### src/rtl/cac_pkg.sv
// cac_pkg: shared types, sizes and codes of the call arc counter
// depends on nothing; used by cac_store, cac_ctrl and call_arc_counter

package cac_pkg;

    // table sizes
    localparam int NUM_BUCKETS  = 1024;
    localparam int NUM_ARCS     = 1024;
    localparam int BUCKET_SHIFT = 2;
    localparam int BKT_W        = $clog2(NUM_BUCKETS);
    localparam int ARC_W        = $clog2(NUM_ARCS);

    // configuration register indexes
    localparam logic [1:0] REG_ENABLE    = 2'd0;
    localparam logic [1:0] REG_BASE_ADDR = 2'd1;
    localparam logic [1:0] REG_TEXT_SIZE = 2'd2;
    localparam logic [1:0] REG_ARC_LIMIT = 2'd3;

    // configuration reset values
    localparam logic [11:0] TEXT_SIZE_RST = 12'd4092;
    localparam logic [10:0] ARC_LIMIT_RST = 11'd1024;

    // commands
    localparam logic [1:0] CMD_RECORD  = 2'd0;
    localparam logic [1:0] CMD_RD_HEAD = 2'd1;
    localparam logic [1:0] CMD_RD_ARC  = 2'd2;

    // result status codes
    localparam logic [2:0] ST_HEAD     = 3'd0;
    localparam logic [2:0] ST_MOVED    = 3'd1;
    localparam logic [2:0] ST_NEW      = 3'd2;
    localparam logic [2:0] ST_RANGE    = 3'd3;
    localparam logic [2:0] ST_OVERFLOW = 3'd4;
    localparam logic [2:0] ST_DISABLED = 3'd5;
    localparam logic [2:0] ST_READ     = 3'd6;

    typedef struct packed {
        logic [1:0]  cmd;
        logic [31:0] caller_pc;
        logic [31:0] callee_pc;
        logic [9:0]  read_index;
    } cac_in_t;

    typedef struct packed {
        logic [2:0]  status;
        logic [9:0]  entry;
        logic [31:0] arc_callee;
        logic [31:0] arc_count;
    } cac_out_t;

    typedef struct packed {
        logic        enable;
        logic [31:0] base_addr;
        logic [11:0] text_size;
        logic [10:0] arc_limit;
        logic        halt_clear;
    } cac_cfg_t;

    // one access per table per cycle
    typedef struct packed {
        logic [BKT_W-1:0] head_addr;
        logic             head_we;
        logic [ARC_W-1:0] head_wdata;
        logic [ARC_W-1:0] ent_addr;
        logic             callee_we;
        logic [31:0]      callee_wdata;
        logic             count_we;
        logic [31:0]      count_wdata;
        logic [ARC_W-1:0] link_addr;
        logic             link_we;
        logic [ARC_W-1:0] link_wdata;
    } cac_mem_req_t;

    typedef struct packed {
        logic [ARC_W-1:0] head;
        logic [31:0]      callee;
        logic [31:0]      count;
        logic [ARC_W-1:0] link;
    } cac_mem_rsp_t;

endpackage

### src/rtl/cac_ctrl.sv
// cac_ctrl: sequencer that walks a bucket chain one link per cycle
// with a shared callee compare and count increment; depends on cac_pkg

module cac_ctrl (
    input  logic                  clk,
    input  logic                  rst_n,
    input  cac_pkg::cac_cfg_t     cfg,
    input  logic                  req_valid,
    input  cac_pkg::cac_in_t      req,
    output logic                  ready,
    output logic                  emit_valid,
    output cac_pkg::cac_out_t     res,
    input  logic                  out_free,
    output cac_pkg::cac_mem_req_t mem_req,
    input  cac_pkg::cac_mem_rsp_t mem_rsp
);

    typedef enum logic [3:0] {
        S_CLEAR,
        S_IDLE,
        S_HEAD,
        S_RDH,
        S_RDE,
        S_ENT,
        S_MOVE,
        S_ALLOC,
        S_EMIT
    } state_t;

    state_t                    state_reg, state_next;
    logic [cac_pkg::BKT_W-1:0] clr_reg, clr_next;
    logic [31:0]               off_reg, off_next;
    logic [31:0]               callee_reg, callee_next;
    logic [cac_pkg::ARC_W-1:0] head_reg, head_next;
    logic [cac_pkg::ARC_W-1:0] cur_reg, cur_next;
    logic [cac_pkg::ARC_W-1:0] prev_reg, prev_next;
    logic                      first_reg, first_next;
    logic [10:0]               next_free_reg, next_free_next;
    logic                      halted_reg, halted_next;
    cac_pkg::cac_out_t         res_reg, res_next;

    logic [31:0]               off_calc;
    logic [cac_pkg::BKT_W-1:0] bucket;
    logic                      out_of_range;
    logic [cac_pkg::ARC_W-1:0] head_val;
    logic                      hit;
    logic [31:0]               cnt_inc;
    logic [10:0]               nf;
    logic [10:0]               lim;

    // shared datapath
    assign off_calc     = req.caller_pc - cfg.base_addr;
    assign bucket       = cac_pkg::BKT_W'(off_reg >> cac_pkg::BUCKET_SHIFT);
    assign out_of_range = (off_reg > 32'(cfg.text_size))
                          || ((off_reg >> cac_pkg::BUCKET_SHIFT) >= 32'(cac_pkg::NUM_BUCKETS));
    assign head_val     = ({1'b0, mem_rsp.head} >= 11'(cac_pkg::NUM_ARCS)) ? '0 : mem_rsp.head;
    assign hit          = (mem_rsp.callee == callee_reg);
    assign cnt_inc      = mem_rsp.count + 32'd1;
    assign nf           = next_free_reg + 11'd1;
    assign lim          = (cfg.arc_limit < 11'(cac_pkg::NUM_ARCS)) ? cfg.arc_limit
                                                                     : 11'(cac_pkg::NUM_ARCS);

    assign ready      = (state_reg == S_IDLE);
    assign emit_valid = (state_reg == S_EMIT);
    assign res        = res_reg;

    always_comb
    begin
        state_next     = state_reg;
        clr_next       = clr_reg;
        off_next       = off_reg;
        callee_next    = callee_reg;
        head_next      = head_reg;
        cur_next       = cur_reg;
        prev_next      = prev_reg;
        first_next     = first_reg;
        next_free_next = next_free_reg;
        halted_next    = halted_reg;
        res_next       = res_reg;
        mem_req        = '0;

        unique case (state_reg)
            S_CLEAR:
            begin
                mem_req.head_addr = clr_reg;
                mem_req.head_we   = 1'b1;
                clr_next          = clr_reg + 1'b1;
                if (clr_reg == '1)
                begin
                    state_next = S_IDLE;
                end
            end
            S_IDLE:
            begin
                if (req_valid)
                begin
                    off_next    = off_calc;
                    callee_next = req.callee_pc;
                    cur_next    = cac_pkg::ARC_W'(req.read_index);
                    res_next    = '0;
                    case (req.cmd)
                        cac_pkg::CMD_RECORD:
                        begin
                            if (!cfg.enable)
                            begin
                                res_next.status = cac_pkg::ST_DISABLED;
                                state_next      = S_EMIT;
                            end
                            else if (halted_reg)
                            begin
                                res_next.status = cac_pkg::ST_OVERFLOW;
                                state_next      = S_EMIT;
                            end
                            else
                            begin
                                mem_req.head_addr =
                                    cac_pkg::BKT_W'(off_calc >> cac_pkg::BUCKET_SHIFT);
                                state_next = S_HEAD;
                            end
                        end
                        cac_pkg::CMD_RD_HEAD:
                        begin
                            mem_req.head_addr = cac_pkg::BKT_W'(req.read_index);
                            state_next        = S_RDH;
                        end
                        cac_pkg::CMD_RD_ARC:
                        begin
                            mem_req.ent_addr  = cac_pkg::ARC_W'(req.read_index);
                            mem_req.link_addr = cac_pkg::ARC_W'(req.read_index);
                            state_next        = S_RDE;
                        end
                        default:
                        begin
                            res_next.status = cac_pkg::ST_DISABLED;
                            state_next      = S_EMIT;
                        end
                    endcase
                end
            end
            S_HEAD:
            begin
                if (out_of_range)
                begin
                    res_next.status = cac_pkg::ST_RANGE;
                    state_next      = S_EMIT;
                end
                else
                begin
                    head_next = head_val;
                    if (head_val == '0)
                    begin
                        state_next = S_ALLOC;
                    end
                    else
                    begin
                        mem_req.ent_addr  = head_val;
                        mem_req.link_addr = head_val;
                        cur_next          = head_val;
                        first_next        = 1'b1;
                        state_next        = S_ENT;
                    end
                end
            end
            S_RDH:
            begin
                res_next.status = cac_pkg::ST_READ;
                if ({1'b0, cur_reg} < 11'(cac_pkg::NUM_BUCKETS))
                begin
                    res_next.entry = 10'(mem_rsp.head);
                end
                state_next = S_EMIT;
            end
            S_RDE:
            begin
                res_next.status = cac_pkg::ST_READ;
                if ({1'b0, cur_reg} < 11'(cac_pkg::NUM_ARCS))
                begin
                    res_next.entry      = 10'(mem_rsp.link);
                    res_next.arc_callee = mem_rsp.callee;
                    res_next.arc_count  = mem_rsp.count;
                end
                state_next = S_EMIT;
            end
            S_ENT:
            begin
                if (hit)
                begin
                    mem_req.ent_addr    = cur_reg;
                    mem_req.count_we    = 1'b1;
                    mem_req.count_wdata = cnt_inc;
                    res_next.entry      = 10'(cur_reg);
                    res_next.arc_callee = callee_reg;
                    res_next.arc_count  = cnt_inc;
                    if (first_reg)
                    begin
                        res_next.status = cac_pkg::ST_HEAD;
                        state_next      = S_EMIT;
                    end
                    else
                    begin
                        // unlink from predecessor and make it the bucket head
                        res_next.status    = cac_pkg::ST_MOVED;
                        mem_req.link_addr  = prev_reg;
                        mem_req.link_we    = 1'b1;
                        mem_req.link_wdata = mem_rsp.link;
                        mem_req.head_addr  = bucket;
                        mem_req.head_we    = 1'b1;
                        mem_req.head_wdata = cur_reg;
                        state_next         = S_MOVE;
                    end
                end
                else if ((mem_rsp.link == '0)
                         || ({1'b0, mem_rsp.link} >= 11'(cac_pkg::NUM_ARCS)))
                begin
                    state_next = S_ALLOC;
                end
                else
                begin
                    // follow the link; data arrives next cycle
                    mem_req.ent_addr  = mem_rsp.link;
                    mem_req.link_addr = mem_rsp.link;
                    prev_next         = cur_reg;
                    cur_next          = mem_rsp.link;
                    first_next        = 1'b0;
                end
            end
            S_MOVE:
            begin
                mem_req.link_addr  = cur_reg;
                mem_req.link_we    = 1'b1;
                mem_req.link_wdata = head_reg;
                state_next         = S_EMIT;
            end
            S_ALLOC:
            begin
                if (nf >= lim)
                begin
                    halted_next     = 1'b1;
                    res_next.status = cac_pkg::ST_OVERFLOW;
                end
                else
                begin
                    next_free_next       = nf;
                    mem_req.ent_addr     = cac_pkg::ARC_W'(nf);
                    mem_req.callee_we    = 1'b1;
                    mem_req.callee_wdata = callee_reg;
                    mem_req.count_we     = 1'b1;
                    mem_req.count_wdata  = 32'd1;
                    mem_req.link_addr    = cac_pkg::ARC_W'(nf);
                    mem_req.link_we      = 1'b1;
                    mem_req.link_wdata   = head_reg;
                    mem_req.head_addr    = bucket;
                    mem_req.head_we      = 1'b1;
                    mem_req.head_wdata   = cac_pkg::ARC_W'(nf);
                    res_next.status      = cac_pkg::ST_NEW;
                    res_next.entry       = 10'(nf);
                    res_next.arc_callee  = callee_reg;
                    res_next.arc_count   = 32'd1;
                end
                state_next = S_EMIT;
            end
            S_EMIT:
            begin
                if (out_free)
                begin
                    state_next = S_IDLE;
                end
            end
            default:
            begin
                state_next = S_IDLE;
            end
        endcase

        if (cfg.halt_clear)
        begin
            halted_next = 1'b0;
        end
    end

    always_ff @(posedge clk or negedge rst_n)
    begin
        if (!rst_n)
        begin
            state_reg     <= S_CLEAR;
            clr_reg       <= '0;
            off_reg       <= '0;
            callee_reg    <= '0;
            head_reg      <= '0;
            cur_reg       <= '0;
            prev_reg      <= '0;
            first_reg     <= 1'b0;
            next_free_reg <= '0;
            halted_reg    <= 1'b0;
            res_reg       <= '0;
        end
        else
        begin
            state_reg     <= state_next;
            clr_reg       <= clr_next;
            off_reg       <= off_next;
            callee_reg    <= callee_next;
            head_reg      <= head_next;
            cur_reg       <= cur_next;
            prev_reg      <= prev_next;
            first_reg     <= first_next;
            next_free_reg <= next_free_next;
            halted_reg    <= halted_next;
            res_reg       <= res_next;
        end
    end

    // halt only comes from a failed allocation
    a_halt_src: assert property (@(posedge clk) disable iff (!rst_n)
        $rose(halted_reg) |-> $past(state_reg) == S_ALLOC)
        else $error("halt flag set outside allocation");

    // allocation never runs past the table
    a_free_bound: assert property (@(posedge clk) disable iff (!rst_n)
        next_free_reg < 11'(cac_pkg::NUM_ARCS))
        else $error("free index beyond arc table");

    // chain walk never visits the null entry
    a_walk_nonnull: assert property (@(posedge clk) disable iff (!rst_n)
        state_reg == S_ENT |-> cur_reg != '0)
        else $error("chain walk on null entry");

    // move-to-front is always finished right after a hit down the chain
    a_move_order: assert property (@(posedge clk) disable iff (!rst_n)
        state_reg == S_MOVE |=> state_reg == S_EMIT && res_reg.status == cac_pkg::ST_MOVED)
        else $error("move-to-front sequence broken");

    // a fresh arc always reports a count of one
    a_new_count: assert property (@(posedge clk) disable iff (!rst_n)
        (state_reg == S_EMIT && res_reg.status == cac_pkg::ST_NEW) |-> res_reg.arc_count == 32'd1)
        else $error("new arc with count other than one");

endmodule

### config.mk
export PLATFORM = sky130hd
export DESIGN_NAME = cac_ctrl
export DESIGN_NICKNAME = d
export VERILOG_FILES = /design/src/rtl/cac_pkg.sv /design/src/rtl/cac_ctrl.sv
export SDC_FILE = /design/constraint.sdc
export NUM_CORES = 1
export LEC_CHECK = 0
export BUFFER_PORTS_ARGS = -buffer_cell sky130_fd_sc_hd__buf_2
export CAP_MARGIN = 20
export CORE_UTILIZATION = 46
export CTS_BUF_LIST = sky130_fd_sc_hd__clkbuf_4
export DETAILED_ROUTE_END_ITERATION = 16
export PLACE_DENSITY = 0.74
export SETUP_SLACK_MARGIN = 0.05
export SLEW_MARGIN = 25
export SYNTH_ARGS = -nofsm -noshare
export SYNTH_HDL_FRONTEND = slang
export SYNTH_SLANG_ARGS = --single-unit
### constraint.sdc
create_clock -name clk -period 4.2 [get_ports clk]
set_clock_uncertainty 0.1 [all_clocks]
set_input_delay 0.21 -clock clk [delete_from_list [all_inputs] [get_ports clk]]
set_output_delay 0.21 -clock clk [all_outputs]
set_load 0.01 [all_outputs]
==> run_results.csv, run 1 <==
group,metric,value,unit
pwr,powerDensity,364,nW/um^2
yosys,synth_area,13800,um^2
sta,fmax,235,MHz
sta,worst_pin_slew,963,ps
cts,cts_buffers,17,
floorplan,rows,63,
route,wl_per_cell,19.9,um
global_route,grt_use_met2,53.0,%
yosys,yosys_warnings,0,
route,vias,14700,
placement,port_buffers,417,
floorplan,pin_count,418,
yosys,synth_area_per_cell,8.69,um^2
pwr,pwr-share-clk,16.2,%
critical_path,path_max_fanout,6,
sta,timing.final.max_slew_violations,0,
cts,clock_latency,610,ps
pwr,p_sw_share,39.8,%
critical_path,crit_arrival,3950,ps
sta,slew_headroom,35.6,%
status,violations,"setup timing",
cts,cts_max_path_buffers,2,
critical_path,critPathCaptureType,"primary output",
sta,hold_slack,55.0,ps
floorplan,core_area,29600,um^2
finish,post-route-util,63.7,%
finish,fin_cells,2560,
route,wl,51000,um
route,drc,0,
placement,place.gp.congestion,0.945,
pwr,ir_drop,0.000265,V
global_route,use_met3,6.33,%
yosys,ys_seq_elements,198,
pwr,leakagePower,0.00964,uW
finish,layout.nets,2435,
yosys,synth.area.mux_share,7.54,%
sta,timing.final.crit_period,4260,ps
global_route,grt_pass1_wl,76500,um
critical_path,crit_required,3890,ps
finish,area_growth,36.7,%
global_route,grt_usage,31.9,%
yosys,ys_seq_area_share,35.9,%
global_route,grt_busiest_layer,"met2",
pwr,seq_power_share,44.3,%
global_route,gr-total-overflow,0,
placement,place_inst,2334,
global_route,grt_max_degree,103,
global_route,met1_usage,39.9,%
yosys,synth_cell_types,73,
yosys,synth_nets,1868,
floorplan,die_area,30700,um^2
critical_path,path_class,"flop to primary output",
finish,largest_reg_flops,77,
yosys,synth_ff_type,"dfrtp_1",
sta,finalSetupViolCount,13,
yosys,yosys.area_share.adder,5.57,%
cts,clkSinkCount,198,
yosys,synth-simple-area-share,19.7,%
critical_path,start_kind,"flop",
placement,dp_hpwl,34900,um
sta,hold_violations,0,
global_route,antenna_found_initial,4,
status,status,"complete, but fails checks",
yosys,synth_edf_count,0,
min_path,hold_path_class,"input port to flop",
run,cap_violations,0,
pwr,p_comb_share,39.4,%
finish,fillers,2462,
sta,period_share,101,%
route,drt-pass1-iter-count,10,
floorplan,die_y,175,um
global_route,grt_pass1_vias,14100,
yosys,syn_inst,1587,
pwr,p_int,4120,uW
floorplan,start_util,46.6,%
yosys,async_reset_ff_share,100,%
yosys,synth_compound_area_share,17.4,%
route,ant_nets,0,
yosys,synth-xor-area-share,9.09,%
yosys,synth_top_family_by_area,"simple AND/OR/NAND/NOR gates",
cts,path_clk_slew,170,ps
finish,drive_above_1_share,29.9,%
sta,rsz0062_at_grt,"true",
route,drt-vias-per-instance,5.74,
pwr,switchingPower,2730,uW
cts,cts-root-buf,"clkbuf_4",
floorplan,fp.dieW,175,um
route,drt-initial-drc-count,1268,
cts,cts-htree-levels,4,
sta,setup_ws,-57.5,ps
cts,tritoncts,"built",
## worst max-delay path: stages, from the launching register on
cell and delay, ps:
dfrtp_1 410, and3_4 210, nand3_4 120, nor2_4 200, xnor2_4 140, inv_2 70
ha_4 270, nor2b_4 160, o21ai_2 80, mux2i_2 240, nor4_2 70, o32a_4 450
or3_4 410, a221o_1 350, buf_2 140
## per-layer routing
metal	part of all wire (%)	routed length (um)
met3	7.9	4000
met1	40	20600
met2	48	24300
met4	4.0	2020
met5	0	0
## cell usage in the layout, fill, tap and decap left out, types with 55 or more instances in the layout
master | Yosys | routed
dlygate4sd3_1 | 0 | 159
buf_2 | 9 | 414
xor2_1 | 89 | 87
nor2_1 | 89 | 85
dfrtp_1 | 198 | 197
nand2_1 | 298 | 296
ha_1 | 59 | 55
mux2_2 | 79 | 79
o21ai_0 | 79 | 70
inv_1 | 86 | 84
## kinds of logic after synthesis
| logic type | after synthesis |
|---|---|
| AOI/OAI and AO/OA | 331 |
| xor gates and xnor gates | 143 |
| adders and majority gates | 61 |
| buffers and inverters | 172 |
| DFF | 198 |
| muxes | 94 |
| and+or+nand+nor | 588 |
## path summary, 6_finish.rpt
check / startpoint / end / slack [ps] / cells after the start
setup / recovery: next_free_reg[1] / mem_req[117] / -60 / 14
hold / removal: req[63] / off_reg[21] / 60 / 4
setup reg to reg: next_free_reg[1] / res[40] / 390 / 17
hold reg to reg: off_reg[12] / off_reg[12] / 400 / 2
max in group asynchronous: rst_n / next_free_reg[6] / 2880 / 3
min in group asynchronous: rst_n / res[68] / 150 / 2
## per-stage QoR
step / TNS, ps / cell area [um^2] / setup slack (ps) / total power, uW
final: -459 / 18800 / -57.5 / 6850
after global routing: -7110 / 18800 / -189 / 7250
after CTS: 0 / 18500 / 11.8 / 6790
after detailed placement: -835 / 16300 / -91.2 / 5520
after global placement: 0 / 16300 / 92.8 / 5440
after floorplan: 0 / 13800 / 562 / 4510
## power groups by stage
stage	logic, uW	registers [uW]	clock network, uW
floorplan	1600	2910	0
global route	2970	3090	1200
CTS	2640	3010	1130
global placement	2410	3030	0
finish	2700	3040	1110
detailed placement	2470	3050	0
## cell type report
type	count	area (um^2)	share of cell area (%)
inverter	88	335	1.78
clock inverter	12	153	0.810
multi-input combinational	1221	8560	45.4
antenna	4	10.0	0.0531
sequential	198	4960	26.3
clock buffer	19	143	0.757
tap	390	488	2.59
timing repair buffer	628	4200	22.3
## cells in the mapped netlist, types with 12 or more instances
| master | number | share of area [%] |
|---|---|---|
| and2_1 | 35 | 1.6 |
| mux2_2 | 79 | 6.5 |
| xnor2_1 | 54 | 3.4 |
| a21oi_1 | 37 | 1.3 |
| a21o_1 | 19 | 1.0 |
| nand2_1 | 298 | 8.1 |
| a221o_1 | 19 | 1.4 |
| nand4_1 | 23 | 1.0 |
| a22oi_1 | 18 | 0.98 |
| nand3_1 | 27 | 0.98 |
| o2bb2ai_1 | 22 | 1.4 |
| and3_1 | 21 | 0.95 |
| nor2b_1 | 13 | 0.59 |
| nor4_1 | 19 | 0.86 |
| buf_1 | 12 | 0.33 |
| dfrtp_1 | 198 | 36 |
| o21ai_0 | 79 | 2.9 |
| nor3_1 | 18 | 0.65 |
| clkbuf_1 | 63 | 1.7 |
| xor2_1 | 89 | 5.7 |
| o21bai_1 | 18 | 0.98 |
| a22o_1 | 42 | 2.7 |
| mux2i_1 | 15 | 1.1 |
| inv_1 | 86 | 2.3 |
| ha_1 | 59 | 5.4 |
| nor2_1 | 89 | 2.4 |
## what timing repair did
action / CTS / global route
endpoints found under the setup margin: 87 / 87
gates resized for setup: 37 / 41
pin swaps: 19 / 11
hold buffers: 159 / 0
setup buffers: 9 / 16
cloned: 4 / 3
hold endpoints to repair: 238 / 0
Power figures use the tool's default switching activity.
==> run 2: changes to the inputs <==
CELL_PAD_IN_SITES_DETAIL_PLACEMENT = 1   (was unset)
CELL_PAD_IN_SITES_GLOBAL_PLACEMENT = 2   (was unset)
CORE_UTILIZATION = 31   (was 46)
PLACE_DENSITY = 0.84   (was 0.74)
==> run_results.csv, run 2 (synthesis gave the netlist of run 1 again) <==
group,metric,value,unit
status,status,"complete, but fails checks",
status,violations,"setup timing",
floorplan,fp.dieW,213,um
sta,rsz0062_at_grt,"true",
min_path,hold_path_class,"input port to asynchronous set/reset pin",
sta,slew_headroom,39.6,%
route,drt-vias-per-instance,5.22,
pwr,powerDensity,353,nW/um^2
critical_path,crit_required,3890,ps
finish,final_common_cell,"buf_2",
sta,setup_ws,-29.7,ps
global_route,antenna_found_initial,8,
pwr,seq_power_share,43.2,%
global_route,gr-total-overflow,0,
route,drt-initial-drc-count,989,
route,vias,14800,
sta,fin_tns_setup,-196,ps
pwr,p_int,4120,uW
floorplan,die_y,213,um
route,wl,60400,um
cts,clkSinkCount,198,
global_route,grt_max_degree,98,
sta,hold_violations,0,
run,cap_violations,0,
route,drc,0,
cts,path_clk_slew,170,ps
placement,placed_area,16600,um^2
floorplan,start_util,31.7,%
sta,period_share,101,%
critical_path,path_class,"flop to primary output",
critical_path,critPathCaptureType,"primary output",
finish,drive_above_1_share,30.4,%
floorplan,rows,76,
floorplan,core_area,43500,um^2
global_route,grt_pass1_wl,89300,um
critical_path,start_kind,"flop",
sta,fmax,236,MHz
sta,worst_pin_slew,905,ps
placement,place.gp.congestion,0.898,
sta,timing.final.crit_period,4230,ps
placement,dp_hpwl,41700,um
finish,fillers,5151,
cts,cts-htree-levels,4,
finish,layout.nets,2512,
finish,final_cell_mix,"406 x buf_2, 295 x nand2_1, 217 x dlygate4sd3_1, 196 x dfrtp_1, 88 x xor2_1",
route,drt-pass1-iter-count,6,
cts,clock_latency,690,ps
pwr,switchingPower,2960,uW
sta,timing.final.max_slew_violations,0,
pwr,ir_drop,0.000154,V
placement,port_buffers,417,
cts,tritoncts,"built",
global_route,grt_pass1_vias,15500,
global_route,grt_usage,25.7,%
finish,design_area,20100,um^2
finish,seq_area,4960,um^2
critical_path,path_max_fanout,6,
cts,cts_buffers,17,
floorplan,pin_count,418,
pwr,p_sw_share,41.8,%
cts,cts-root-buf,"clkbuf_4",
pwr,pwr-share-clk,15.5,%
cts,cts_max_path_buffers,2,
finish,multi_input_area,8740,um^2
sta,finalSetupViolCount,10,
route,wl_per_cell,21.3,um
pwr,p_comb_share,41.2,%
critical_path,crit_arrival,3920,ps
finish,largest_reg_flops,77,
floorplan,die_area,45300,um^2
finish,area_growth,45.8,%
pwr,leakagePower,0.0100,uW
route,ant_nets,0,
-- run 2: cell types whose count changed in the layout (fill, tap and decap cells not counted), moves of 4 or more --
cell	before	now
buf_6	8	14
dlygate4sd3_1	159	217
and2_4	0	6
and2_1	35	29
buf_2	414	406
o221ai_2	6	0
buf_4	40	55
inv_8	0	4
o221ai_4	0	9
-- run 2: final cells by class --
type / count / share of cell area (%)
multi-input combinational: 1222 / 43.5
timing repair buffer: 704 / 25.0
sequential: 198 / 24.7
tap: 585 / 3.64
inverter: 88 / 1.68
clock inverter: 15 / 0.729
clock buffer: 17 / 0.635
antenna: 7 / 0.0872
-- run 2: routing by layer --
metal	part of all wire, %	vias to the layer above	GRT usage (%)
met5	0.022	-	0
met1	43	7386	32.6
met3	5.1	95	4.12
met4	2.8	2	9.25
li1	-	6857	-
met2	49	478	43.9
-- run 2: power groups by stage --
stage          Combinational [uW]  Clock (uW)  Sequential (uW)
2_1_floorplan                1600           0             2910
3_3_place_gp                 2520           0             3060
3_5_place_dp                 2600           0             3080
4_1_cts                      2880        1140             3040
5_1_grt                      3210        1200             3130
6_report                     2920        1100             3060
-- run 2: stage by stage --
step / std cells / util, % / hold WS (ps) / power, uW / worst slack (ps)
3_3_place_gp: 2538 / 38.2 / 249 / 5580 / 88.9
2_1_floorplan: 1587 / - / -186 / 4510 / 562
6_report: 2836 / 46.2 / 15.5 / 7090 / -29.7
3_5_place_dp: 2538 / 38.3 / 243 / 5680 / 176
4_1_cts: 2815 / 45.2 / 0.988 / 7070 / -37.4
5_1_grt: 2834 / 46.2 / 45.3 / 7540 / -201
-- run 2: what timing repair did --
| item | in CTS | in global routing |
|---|---|---|
| endpoints found under the setup margin | 87 | 108 |
| hold endpoints to repair | 257 | 0 |
| buffers inserted | 24 | 8 |
| pin swaps | 31 | 8 |
| cloned | 4 | 6 |
| resized for setup | 63 | 51 |
| hold buffers | 217 | 0 |
-- run 2: worst max-delay path, cell delays in order, from the launching register on --
cell and delay (ps):
dfrtp_1 430, and3_4 230, nand3_4 100, nor2_4 140, xnor2_2 130, inv_1 90
ha_4 290, nor2b_4 160, o21ai_2 70, mux2i_2 200, nor4_2 70, o32a_4 410
or3_4 420, a221o_1 350, buf_2 150
-- run 2: path summary, 6_finish.rpt --
path	from	to	slack [ps]	depth (start not counted)
max in group asynchronous	rst_n	next_free_reg[6]	2970	3
worst min-delay path	rst_n	res[66]	20	2
worst max-delay path	next_free_reg[0]	mem_req[117]	-30	14
worst max register to register	state_reg[0]	off_reg[29]	460	10
min in group clk	cfg[38]	off_reg[14]	70	6
worst min register to register	off_reg[21]	off_reg[21]	400	2
==> run 3: changes to the inputs <==
CORE_ASPECT_RATIO = 1.25   (was unset)
==> run_results.csv, run 3 (synthesis gave the netlist of run 1 again) <==
group,metric,value,unit
status,status,"complete, but fails checks",
status,violations,"setup timing",
global_route,gr-total-overflow,0,
finish,fin_cells,2786,
pwr,ir_drop,0.000174,V
pwr,p_sw_share,42.0,%
floorplan,die_y,238,um
placement,place_inst,2528,
cts,clock_latency,660,ps
finish,largest_reg_flops,77,
global_route,grt_pass1_vias,15700,
placement,place.gp.congestion,0.906,
floorplan,start_util,31.3,%
route,drt-vias-per-instance,5.30,
critical_path,crit_required,3890,ps
sta,hold_violations,0,
min_path,hold_path_class,"input port to flop",
cts,cts-htree-levels,4,
route,drc,0,
cts,cts_max_path_buffers,2,
finish,final_common_cell,"buf_2",
sta,rsz0062_at_grt,"true",
cts,cts-root-buf,"clkbuf_4",
sta,period_share,102,%
global_route,antenna_found_initial,4,
floorplan,fp.dieW,191,um
floorplan,rows,86,
finish,area_growth,41.8,%
pwr,p_comb_share,40.9,%
route,drt-initial-drc-count,755,
critical_path,cp_slowest_stage_delay,480,ps
placement,port_buffers,417,
route,drt-pass1-iter-count,6,
sta,timing.final.max_slew_violations,0,
critical_path,crit_arrival,3970,ps
critical_path,r2r_slack,510,ps
global_route,grt_usage,25.6,%
critical_path,crit_start,"next_free_reg[1]",
sta,slew_headroom,40.0,%
sta,finalSetupViolCount,25,
run,cap_violations,0,
critical_path,path_cells,"and3_4 -> nand3_4 -> nor2_4 -> xnor2_2 -> inv_2 -> ha_4 -> nor2b_4 -> nand2_2 -> mux2i_2 -> nor4_2 -> o32a_4 -> or3_4 -> a221o_1 -> buf_2",
sta,fmax,234,MHz
critical_path,crit_cells,14,
critical_path,critical_path.top_delay_family,"simple AND/OR/NAND/NOR gates",
pwr,seq_power_share,43.6,%
global_route,grt_max_degree,88,
route,wl,59100,um
critical_path,cp_slowest_cell,"or3_4",
finish,final_cell_mix,"409 x buf_2, 295 x nand2_1, 196 x dfrtp_1, 194 x dlygate4sd3_1, 88 x xor2_1",
pwr,fin_total_pwr,7070,uW
finish,layout.nets,2480,
floorplan,pin_count,418,
critical_path,reg2regPathDepth,16,
cts,clkSinkCount,198,
cts,cts_buffers,17,
critical_path,setup.worst_path.end,"mem_req[116]",
global_route,grt_pass1_wl,89600,um
route,ant_nets,0,
finish,drive_above_1_share,30.3,%
floorplan,core_area,44000,um^2
critical_path,worst-path-buf-inv,2,
floorplan,die_area,45300,um^2
pwr,powerDensity,362,nW/um^2
pwr,pwr-share-clk,15.6,%
critical_path,path_max_fanout,6,
placement,dp_hpwl,43000,um
pwr,switchingPower,2970,uW
cts,tritoncts,"built",
sta,setup_ws,-78.6,ps
sta,worst_pin_slew,896,ps
sta,timing.final.crit_period,4280,ps
route,vias,14800,
critical_path,reg2reg_from,"next_free_reg[1]",
critical_path,start_kind,"flop",
finish,post-route-util,44.4,%
critical_path,critPathCaptureType,"primary output",
pwr,p_int,4100,uW
route,wl_per_cell,21.2,um
pwr,leakagePower,0.00985,uW
critical_path,path_class,"flop to primary output",
cts,path_clk_slew,180,ps
critical_path,r2r-end,"res[62]",
==> run 3: changes by cell type in the layout (fill, tap and decap cells not counted), moves of 4 or more <==
cell | previous run | this run
diode_2 | 7 | 2
o21ai_2 | 3 | 7
and2_1 | 29 | 35
dlygate4sd3_1 | 217 | 194
o221ai_4 | 9 | 0
o221ai_1 | 1 | 8
o21ai_1 | 12 | 8
and2_4 | 6 | 0
==> run 3: worst min path at each step <==
stage / start / endpoint / slack [ps] / cells after the start
2_1_floorplan: rst_n / callee_reg[0] / -190 / 0
3_3_place_gp: rst_n / res[19] / 210 / 1
3_5_place_dp: rst_n / res[21] / 210 / 1
4_1_cts: cfg[44] / off_reg[20] / 3 / 5
5_1_grt: cfg[45] / off_reg[21] / 40 / 5
6_report: req[64] / off_reg[22] / 80 / 5
==> run 3: per-layer routing <==
metal | routed length, um | GRT usage, %
met4 | 2740 | 12.5
met3 | 2970 | 4.62
met1 | 23200 | 29.3
met5 | 23 | 0
met2 | 30200 | 45.4
==> run 3: through the flow <==
step | hold slack (ps) | TNS [ps] | setup WS [ps] | cell area [um^2]
2_1_floorplan | -186 | 0 | 562 | 13800
3_3_place_gp | 211 | 0 | 222 | 16600
3_5_place_dp | 214 | 0 | 8.87 | 16600
4_1_cts | 2.89 | -292 | -64.0 | 19300
5_1_grt | 42.6 | -13230 | -252 | 19600
6_report | 75.6 | -766 | -78.6 | 19600
==> run 3: final cells by class <==
class                      instances  area, um^2
inverter                          88         333
clock buffer                      17         128
tap                              572         716
clock inverter                    15         161
sequential                       198        4960
antenna                            2        5.00
multi-input combinational       1219        8610
fill                            5262       24500
timing repair buffer             675        4640
==> run 3: repair_timing <==
| action | in CTS | in global routing |
|---|---|---|
| endpoints found under the setup margin | 87 | 87 |
| hold endpoints to repair | 236 | 0 |
| cloned | 2 | 0 |
| hold buffers | 195 | 0 |
| pin swaps | 34 | 13 |
| gates resized for setup | 60 | 41 |
| setup buffers | 20 | 7 |
==> run 3: worst register-to-register path, stage by stage, from the launching register on <==
cell	delay, ps
dfrtp_1	440
and3_4	220
nand3_4	100
nor2_4	150
xnor2_2	140
inv_2	70
ha_4	270
nor2b_4	160
nand2_2	70
mux2i_2	230
buf_4	170
o31ai_4	80
a221oi_1	330
nor2_1	150
nand2_2	300
buf_12	240
mux2_2	380
==> run 3: power groups by stage <==
stage / Clock (uW) / Sequential, uW / Combinational [uW]
after floorplan: 0 / 2910 / 1600
after global placement: 0 / 3090 / 2530
after detailed placement: 0 / 3100 / 2600
after CTS: 1160 / 3070 / 2850
after global routing: 1220 / 3140 / 3190
final: 1100 / 3080 / 2890
